--- src/hw/rtl/fzf_pkg.sv ---
package fzf_pkg;

  // Field and port widths
  localparam int unsigned SAMPLE_W = 16;
  localparam int unsigned DEG_W    = 16;
  localparam int unsigned QUO_W    = 15;
  localparam int unsigned SET_W    = 2;
  localparam int unsigned CNT_W    = 3;
  localparam int unsigned ADDR_W   = 3;
  localparam int unsigned BREAK_W  = 64;
  localparam int unsigned MODE_W   = 8;

  // Divider pipeline: a few quotient bits per stage
  localparam int unsigned BITS_PER_STAGE = 3;
  localparam int unsigned DIV_STAGES     = QUO_W / BITS_PER_STAGE;

  // Job queue between front and back
  localparam int unsigned QUEUE_DEPTH = 4;
  localparam int unsigned QPTR_W      = 2;

  // Register indexes above the breakpoint registers
  localparam logic [ADDR_W-1:0] REG_SHOULDER = 3'd4;
  localparam logic [ADDR_W-1:0] REG_SETS     = 3'd5;

  // Shoulder codes
  localparam logic [1:0] SH_LEFT  = 2'd1;
  localparam logic [1:0] SH_RIGHT = 2'd2;

  localparam logic [CNT_W-1:0] SETS_RESET = 3'd4;
  localparam logic [DEG_W-1:0] DEG_ONE    = 16'h8000;

  typedef enum logic [1:0] {
    KIND_ZERO,
    KIND_ONE,
    KIND_DIV
  } kind_e;

  // One degree job: rem/den/quo carry the running fraction division
  typedef struct packed {
    logic [SET_W-1:0] set_index;
    logic             last;
    kind_e            kind;
    logic [DEG_W-1:0] rem;
    logic [DEG_W-1:0] den;
    logic [QUO_W-1:0] quo;
  } job_t;

  // Restoring division, BITS_PER_STAGE quotient bits; rem stays below den
  function automatic job_t div_step(job_t j);
    job_t           r;
    logic [DEG_W:0] shifted;
    logic [DEG_W:0] trial;
    r = j;
    for (int i = 0; i < BITS_PER_STAGE; i++) begin
      shifted = {r.rem, 1'b0};
      trial   = shifted - {1'b0, r.den};
      if (shifted >= {1'b0, r.den}) begin
        r.rem = trial[DEG_W-1:0];
        r.quo = {r.quo[QUO_W-2:0], 1'b1};
      end else begin
        r.rem = shifted[DEG_W-1:0];
        r.quo = {r.quo[QUO_W-2:0], 1'b0};
      end
    end
    return r;
  endfunction

endpackage

--- src/hw/rtl/fuzzy_trapezoid_fuzzifier_unit.sv ---
// Degree jobs pass the job queue, the divider stages and the output register.
// Throughput: one degree per cycle unless the queue is full or the output stalls;
// a sample gives sets_in_use degrees (1 to 4), one fuzzy set classified per cycle.
// Slopes run through a 5-stage divider pipeline, 3 quotient bits per stage.
// Reset: breakpoints clear to 0, no shoulders, four sets in use, the job queue empty.
module fuzzy_trapezoid_fuzzifier_unit #(
  parameter int unsigned NUM_SETS = 4
) (
  input  logic                                clk_i,
  input  logic                                rst_ni,
  input  logic                                cfg_we_i,
  input  logic [fzf_pkg::ADDR_W-1:0]          cfg_addr_i,
  input  logic [fzf_pkg::BREAK_W-1:0]         cfg_wdata_i,
  input  logic                                in_valid_i,
  output logic                                in_stall_o,
  input  logic signed [fzf_pkg::SAMPLE_W-1:0] sample_i,
  output logic                                out_valid_o,
  input  logic                                out_stall_i,
  output logic [fzf_pkg::SET_W-1:0]           set_index_o,
  output logic [fzf_pkg::DEG_W-1:0]           degree_o,
  output logic                                last_o
);

  logic [NUM_SETS-1:0][fzf_pkg::BREAK_W-1:0] breaks_q;
  logic [fzf_pkg::MODE_W-1:0]                modes_q;
  logic [fzf_pkg::CNT_W-1:0]                 sets_q;

  logic          push;
  logic          q_full;
  logic          q_valid;
  logic          q_pop;
  fzf_pkg::job_t push_job;
  fzf_pkg::job_t q_head;

  // Write configuration registers
  always_ff @(posedge clk_i or negedge rst_ni) begin
    if (!rst_ni) begin
      breaks_q <= '0;
      modes_q  <= '0;
      sets_q   <= fzf_pkg::SETS_RESET;
    end else if (cfg_we_i) begin
      for (int g = 0; g < NUM_SETS; g++) begin
        if (cfg_addr_i == fzf_pkg::ADDR_W'(g)) begin
          breaks_q[g] <= cfg_wdata_i;
        end
      end
      if (cfg_addr_i == fzf_pkg::REG_SHOULDER) begin
        modes_q <= cfg_wdata_i[fzf_pkg::MODE_W-1:0];
      end
      if (cfg_addr_i == fzf_pkg::REG_SETS) begin
        sets_q <= cfg_wdata_i[fzf_pkg::CNT_W-1:0];
      end
    end
  end

  fzf_front #(
    .NUM_SETS (NUM_SETS)
  ) u_front (
    .clk_i      (clk_i),
    .rst_ni     (rst_ni),
    .in_valid_i (in_valid_i),
    .in_stall_o (in_stall_o),
    .sample_i   (sample_i),
    .breaks_i   (breaks_q),
    .modes_i    (modes_q),
    .sets_i     (sets_q),
    .q_full_i   (q_full),
    .push_o     (push),
    .job_o      (push_job)
  );

  fzf_queue u_queue (
    .clk_i   (clk_i),
    .rst_ni  (rst_ni),
    .push_i  (push),
    .job_i   (push_job),
    .full_o  (q_full),
    .pop_i   (q_pop),
    .valid_o (q_valid),
    .head_o  (q_head)
  );

  fzf_back u_back (
    .clk_i       (clk_i),
    .rst_ni      (rst_ni),
    .q_valid_i   (q_valid),
    .q_head_i    (q_head),
    .q_pop_o     (q_pop),
    .out_valid_o (out_valid_o),
    .out_stall_i (out_stall_i),
    .set_index_o (set_index_o),
    .degree_o    (degree_o),
    .last_o      (last_o)
  );

endmodule

--- src/hw/rtl/fzf_front.sv ---
module fzf_front #(
  parameter int unsigned NUM_SETS = 4
) (
  input  logic                                  clk_i,
  input  logic                                  rst_ni,
  input  logic                                  in_valid_i,
  output logic                                  in_stall_o,
  input  logic signed [fzf_pkg::SAMPLE_W-1:0]   sample_i,
  input  logic [NUM_SETS-1:0][fzf_pkg::BREAK_W-1:0] breaks_i,
  input  logic [fzf_pkg::MODE_W-1:0]            modes_i,
  input  logic [fzf_pkg::CNT_W-1:0]             sets_i,
  input  logic                                  q_full_i,
  output logic                                  push_o,
  output fzf_pkg::job_t                         job_o
);

  logic                                busy_q;
  logic [fzf_pkg::SET_W-1:0]           cnt_q;
  logic [fzf_pkg::CNT_W-1:0]           n_q;
  logic signed [fzf_pkg::SAMPLE_W-1:0] sample_q;

  logic [fzf_pkg::CNT_W-1:0]           n_eff;
  logic [fzf_pkg::BREAK_W-1:0]         brk;
  logic [1:0]                          mode;
  logic signed [fzf_pkg::SAMPLE_W-1:0] x, a, b, c, d;
  logic [fzf_pkg::SAMPLE_W:0]          rise_num, rise_den, fall_num, fall_den;
  logic                                is_last;
  logic                                accept;

  // Clamp the set count into 1..NUM_SETS
  always_comb begin
    if (sets_i == '0) begin
      n_eff = fzf_pkg::CNT_W'(1);
    end else if (sets_i > fzf_pkg::CNT_W'(NUM_SETS)) begin
      n_eff = fzf_pkg::CNT_W'(NUM_SETS);
    end else begin
      n_eff = sets_i;
    end
  end

  // Pick the breakpoints of the current set
  always_comb begin
    brk = '0;
    for (int g = 0; g < NUM_SETS; g++) begin
      if (cnt_q == fzf_pkg::SET_W'(g)) begin
        brk = breaks_i[g];
      end
    end
  end

  assign mode = modes_i[{cnt_q, 1'b0} +: 2];
  assign x    = sample_q;
  assign a    = brk[15:0];
  assign b    = brk[31:16];
  assign c    = brk[47:32];
  assign d    = brk[63:48];

  assign rise_num = {x[15], x} - {a[15], a};
  assign rise_den = {b[15], b} - {a[15], a};
  assign fall_num = {d[15], d} - {x[15], x};
  assign fall_den = {d[15], d} - {c[15], c};

  assign is_last = ({1'b0, cnt_q} + fzf_pkg::CNT_W'(1)) == n_q;

  // Classify the sample against the current set
  always_comb begin
    job_o           = '0;
    job_o.set_index = cnt_q;
    job_o.last      = is_last;
    job_o.kind      = fzf_pkg::KIND_ONE;
    if (mode == fzf_pkg::SH_LEFT && x < b) begin
      job_o.kind = fzf_pkg::KIND_ONE;
    end else if (mode == fzf_pkg::SH_RIGHT && x > c) begin
      job_o.kind = fzf_pkg::KIND_ONE;
    end else if (x < a || x > d) begin
      job_o.kind = fzf_pkg::KIND_ZERO;
    end else if (x < b) begin
      job_o.kind = fzf_pkg::KIND_DIV;
      job_o.rem  = rise_num[fzf_pkg::DEG_W-1:0];
      job_o.den  = rise_den[fzf_pkg::DEG_W-1:0];
    end else if (x > c) begin
      job_o.kind = fzf_pkg::KIND_DIV;
      job_o.rem  = fall_num[fzf_pkg::DEG_W-1:0];
      job_o.den  = fall_den[fzf_pkg::DEG_W-1:0];
    end
  end

  // Emit one set per cycle while the queue has room
  assign push_o     = busy_q && !q_full_i;
  assign in_stall_o = busy_q && !(push_o && is_last);
  assign accept     = in_valid_i && !in_stall_o;

  // Advance the set sequencer
  always_ff @(posedge clk_i or negedge rst_ni) begin
    if (!rst_ni) begin
      busy_q <= 1'b0;
      cnt_q  <= '0;
      n_q    <= fzf_pkg::SETS_RESET;
    end else if (accept) begin
      busy_q <= 1'b1;
      cnt_q  <= '0;
      n_q    <= n_eff;
    end else if (push_o && is_last) begin
      busy_q <= 1'b0;
    end else if (push_o) begin
      cnt_q <= cnt_q + fzf_pkg::SET_W'(1);
    end
  end

  // Hold the sample for all of its sets
  always_ff @(posedge clk_i) begin
    if (accept) begin
      sample_q <= sample_i;
    end
  end

endmodule

--- src/hw/rtl/fzf_queue.sv ---
module fzf_queue (
  input  logic          clk_i,
  input  logic          rst_ni,
  input  logic          push_i,
  input  fzf_pkg::job_t job_i,
  output logic          full_o,
  input  logic          pop_i,
  output logic          valid_o,
  output fzf_pkg::job_t head_o
);

  fzf_pkg::job_t               mem_q [fzf_pkg::QUEUE_DEPTH];
  logic [fzf_pkg::QPTR_W-1:0]  wr_ptr_q, rd_ptr_q;
  logic [fzf_pkg::QPTR_W:0]    count_q;
  logic                        do_push, do_pop;

  assign full_o  = count_q == (fzf_pkg::QPTR_W + 1)'(fzf_pkg::QUEUE_DEPTH);
  assign valid_o = count_q != '0;
  assign head_o  = mem_q[rd_ptr_q];
  assign do_push = push_i && !full_o;
  assign do_pop  = pop_i && valid_o;

  // Track pointers and fill level
  always_ff @(posedge clk_i or negedge rst_ni) begin
    if (!rst_ni) begin
      wr_ptr_q <= '0;
      rd_ptr_q <= '0;
      count_q  <= '0;
    end else begin
      if (do_push) begin
        wr_ptr_q <= wr_ptr_q + fzf_pkg::QPTR_W'(1);
      end
      if (do_pop) begin
        rd_ptr_q <= rd_ptr_q + fzf_pkg::QPTR_W'(1);
      end
      if (do_push && !do_pop) begin
        count_q <= count_q + (fzf_pkg::QPTR_W + 1)'(1);
      end else if (do_pop && !do_push) begin
        count_q <= count_q - (fzf_pkg::QPTR_W + 1)'(1);
      end
    end
  end

  // Store the pushed request
  always_ff @(posedge clk_i) begin
    if (do_push) begin
      mem_q[wr_ptr_q] <= job_i;
    end
  end

endmodule

--- src/hw/rtl/fzf_back.sv ---
module fzf_back (
  input  logic                       clk_i,
  input  logic                       rst_ni,
  input  logic                       q_valid_i,
  input  fzf_pkg::job_t              q_head_i,
  output logic                       q_pop_o,
  output logic                       out_valid_o,
  input  logic                       out_stall_i,
  output logic [fzf_pkg::SET_W-1:0]  set_index_o,
  output logic [fzf_pkg::DEG_W-1:0]  degree_o,
  output logic                       last_o
);

  fzf_pkg::job_t                     pipe_q [fzf_pkg::DIV_STAGES];
  logic [fzf_pkg::DIV_STAGES-1:0]    pv_q;
  logic                              out_valid_q;
  logic [fzf_pkg::SET_W-1:0]         set_index_q;
  logic [fzf_pkg::DEG_W-1:0]         degree_q;
  logic                              last_q;
  logic [fzf_pkg::DEG_W-1:0]         degree_d;
  logic                              en;

  // Move the whole pipe when the output register frees up
  assign en      = !out_valid_q || !out_stall_i;
  assign q_pop_o = en && q_valid_i;

  // Map the finished job to its degree
  always_comb begin
    case (pipe_q[fzf_pkg::DIV_STAGES-1].kind)
      fzf_pkg::KIND_ONE: degree_d = fzf_pkg::DEG_ONE;
      fzf_pkg::KIND_DIV: degree_d = {1'b0, pipe_q[fzf_pkg::DIV_STAGES-1].quo};
      default:           degree_d = '0;
    endcase
  end

  // Advance valid bits
  always_ff @(posedge clk_i or negedge rst_ni) begin
    if (!rst_ni) begin
      pv_q        <= '0;
      out_valid_q <= 1'b0;
    end else if (en) begin
      pv_q        <= {pv_q[fzf_pkg::DIV_STAGES-2:0], q_valid_i};
      out_valid_q <= pv_q[fzf_pkg::DIV_STAGES-1];
    end
  end

  // Advance division stages and the output register
  always_ff @(posedge clk_i) begin
    if (en) begin
      pipe_q[0] <= fzf_pkg::div_step(q_head_i);
      for (int s = 1; s < fzf_pkg::DIV_STAGES; s++) begin
        pipe_q[s] <= fzf_pkg::div_step(pipe_q[s-1]);
      end
      set_index_q <= pipe_q[fzf_pkg::DIV_STAGES-1].set_index;
      last_q      <= pipe_q[fzf_pkg::DIV_STAGES-1].last;
      degree_q    <= degree_d;
    end
  end

  assign out_valid_o = out_valid_q;
  assign set_index_o = set_index_q;
  assign degree_o    = degree_q;
  assign last_o      = last_q;

endmodule
--- config.mk ---
export PLATFORM = sky130hd
export DESIGN_NAME = fuzzy_trapezoid_fuzzifier_unit
export DESIGN_NICKNAME = d
export VERILOG_FILES = /design/src/hw/rtl/fzf_pkg.sv /design/src/hw/rtl/fuzzy_trapezoid_fuzzifier_unit.sv /design/src/hw/rtl/fzf_front.sv /design/src/hw/rtl/fzf_queue.sv /design/src/hw/rtl/fzf_back.sv
export SDC_FILE = /design/constraint.sdc
export NUM_CORES = 2
export LEC_CHECK = 0
export BUFFER_PORTS_ARGS = -buffer_cell sky130_fd_sc_hd__buf_2
export CELL_PAD_IN_SITES_DETAIL_PLACEMENT = 1
export CELL_PAD_IN_SITES_GLOBAL_PLACEMENT = 1
export CORE_ASPECT_RATIO = 2
export CORE_MARGIN = 2
export CORE_UTILIZATION = 34
export DETAILED_ROUTE_END_ITERATION = 10
export PLACE_DENSITY = 0.58
export SLEW_MARGIN = 20
export SYNTH_ARGS = -nofsm -noshare
export SYNTH_HDL_FRONTEND = slang
export SYNTH_SLANG_ARGS = --single-unit
--- constraint.sdc ---
create_clock -name clk_i -period 12.43 [get_ports clk_i]
set_input_delay 1.243 -clock clk_i [delete_from_list [all_inputs] [get_ports clk_i]]
set_output_delay 1.243 -clock clk_i [all_outputs]
set_load 0.03 [all_outputs]
==> out/summary.txt <==
share of cells above drive strength 1: 17.6%
vias per inst: 5.36
GPL Wtd Cong: 0.909
Syn-to-layout area delta: 11.4%
worst r2r dst: u_back.pipe_q[0][33]$_DFFE_PN_
WP data required: 12810 ps
clock slew at reported path FFs: 70 ps
total gr overflow: 0
H-tree depth: 3
met1 usage: 26.5%
antenna violations before repair: 4
Seq/Total Area, Yosys: 43.5%
max-slew violations: 0
top cell type's share of synthesized area: 26.8%
CTS sink cnt: 667
Critical Path AT: 10050 ps
top_reg_cell synth: edfxtp_1
CTS root buf: clkbuf_16
CP Capture Type: register
FMAX: 0.103 GHz
nets: 4544
Fin Setup TNS: 0 ps
Yosys cell types: 99
Post-Synthesis Cells: 4029
netlist area before placement: 42700 um2
syn_area_per_cell: 10.6 um2
ys async rst share: 42.9%
Crit Path Max Fanout: 24
top-count cell post-synth: nor2_1
Post-CTS Setup Inserts: 0
number of flops mapped to enable cells by yosys: 381
Finish-stage setup viols: 0
most frequent CP cell: ha_1
net count after synthesis: 4459
crit path launch: u_queue.rd_ptr_q[0]$_DFFE_PN0P_
hpwl dp: 93.9 mm
Placeable Area: 125000 um2
DRT Wirelength: 126 mm
routed length per instance: 21.6 um
first-pass GRT wire length: 197 mm
R2R cell count: 30
post-synth top area cell: edfxtp_1
DRC viols: 0
CP top delay family: compound AO/OA/AOI/OAI gates
minimum clock period after layout: 9670 ps
Hold Violations, Final: 0
Clock Tree Buf Depth: 3
row count: 184
Hold WC Path Type: register to register
GR Util met2: 32.5%
Initial Utilization: 34.1%
Worst Tran Pin Value: 1080 ps
Synth top cells by count: 394 x nor2_1, 383 x a21oi_1, 381 x edfxtp_1
Yosys reg bits: 667
global-route usage over all layers: 19.8%
Crit Path Category: register to register
Detail Route Antenna Nets: 0
detailed-route via count: 31333
DRT Pass-1 Iters: 7
crit path to: u_back.pipe_q[0][33]$_DFFE_PN_
Post-Route Skew: 42.7 ps
Yosys warnings: 0
fin crit share: 77.8%
max incr delay on CP: 880 ps
TritonCTS Buffers: 70
Crit. path cell count: 30
grt met3 use: 2.69%
drt first-iter violations: 1493
post_cts resized: 0
CTS tree: yes
outcome: finished, final reports clean
number of global-route vias before repair: 33308
I/O pins: 109
die width: 255 um
Die Area: 129000 um2
r2r setup slk: 2760 ps
Chip Height: 505 um
port buffer count: 108
clk_lat worst skew: 670 ps
slew margin rel.: 27.7%
Max-Cap Viols: 0
Critical path buffers and inverters: 3
FILL cells: 13901
most used routing layer: met2
CP max stage cell: dfrtp_2
RSZ-0062 raised after global routing: no
hold_buf cts: 0
Critical R2R Launch: u_queue.rd_ptr_q[0]$_DFFE_PN0P_
leading post-synthesis cells by cell area: edfxtp_1 27%, dfrtp_1 17%, mux2_2 9.8%, ha_1 9.7%, a21oi_1 4.5%
largest net degree at the start of global routing: 181
Worst setup SP type: register
stage by stage:
stage	instance area, um2	setup slack, ps	cells	util, %	hold slack, ps
2_1_floorplan	42700	3460	4029	-	400
3_3_place_gp	45200	2970	5716	36.1	400
3_5_place_dp	45200	2780	5716	36.1	405
4_1_cts	47600	2720	5844	38.0	420
5_1_grt	47600	1970	5845	38.0	414
6_report	47600	2760	5846	38.0	412
how the worst min path moves through the flow:
stage / end / cells after the start / slack [ps] / from
after global routing: u_back.pipe_q[0][103]$_DFFE_PN_ / 0 / 410 / u_back.pipe_q[0][51]$_DFFE_PN_
after floorplan: u_back.last_o$_DFFE_PN_ / 0 / 400 / u_back.pipe_q[0][257]$_DFFE_PN_
after CTS: u_back.pipe_q[0][110]$_DFFE_PN_ / 0 / 420 / u_back.pipe_q[0][55]$_DFFE_PN_
after detailed placement: u_back.pipe_q[0][166]$_DFFE_PN_ / 0 / 410 / u_back.pipe_q[0][111]$_DFFE_PN_
after global placement: u_back.pipe_q[0][112]$_DFFE_PN_ / 0 / 400 / u_back.pipe_q[0][57]$_DFFE_PN_
final: u_back.pipe_q[0][103]$_DFFE_PN_ / 0 / 410 / u_back.pipe_q[0][51]$_DFFE_PN_
final cells by class:
cell class              count  area, um2  share of cell area, %
multi-input cells        3007      22900                   48.0
flip-flops and latches    667      18600                   39.1
well taps                1674       2090                   4.40
clock buffers              88       1880                   3.95
repair buffers            145        841                   1.77
inverters                 223        837                   1.76
clock inverters            40        480                   1.01
diodes                      2       5.00                 0.0105
state kept, by name, indices dropped and copies added (netlist names), 2 cells and up:
name                count
modes_q                 8
u_front.sample_q       16
u_queue.wr_ptr_q        2
u_front.n_q             3
sets_q                  3
u_back.degree_o        16
u_queue.count_q         3
u_back.set_index_o      2
u_front.cnt_q           2
u_back.pv_q             5
u_queue.rd_ptr_q        2
breaks_q              256
u_queue.mem_q         148
u_back.pipe_q         198
cells in the final DEF (no fill, tap or decap), drive strengths merged, types with 32 or more instances in the layout:
cell type	count
dfrtp	284
mux4	39
nand3	76
nand4	32
ha	332
nor3	87
a21o	76
mux2i	33
nand2	214
buf	145
a21oi	383
a211oi	33
xor2	55
xnor2	150
and2	36
o21ai	169
nor2	395
o21a	52
clkbuf	88
mux2	389
inv	230
nor2b	48
nand2b	37
edfxtp	381
routing by layer:
layer | part of all wire, % | vias up
met5 | 0 | -
li1 | - | 15001
met2 | 47 | 422
met1 | 46 | 15728
met3 | 3.1 | 182
met4 | 3.4 | 0
cell families (layout without fill, tap and decap cells):
| group | after synthesis | count (layout) | share of synthesized area (%) |
|---|---|---|---|
| AND/OR/NAND/NOR | 1036 | 1036 | 11.4 |
| AO/OA/AOI/OAI | 963 | 963 | 14.3 |
| flip-flops | 667 | 667 | 43.5 |
| multiplexers | 461 | 461 | 13.2 |
| buffers and inverters | 355 | 496 | 3.20 |
| adder cells (fa/ha/maj) | 342 | 342 | 10.2 |
| XOR/XNOR | 205 | 205 | 4.20 |
| other | 0 | 2 | 0 |
Power is left out: the tool's default activity adds up to more than one toggle a clock period on the data nets, which glitch-free logic cannot reach.
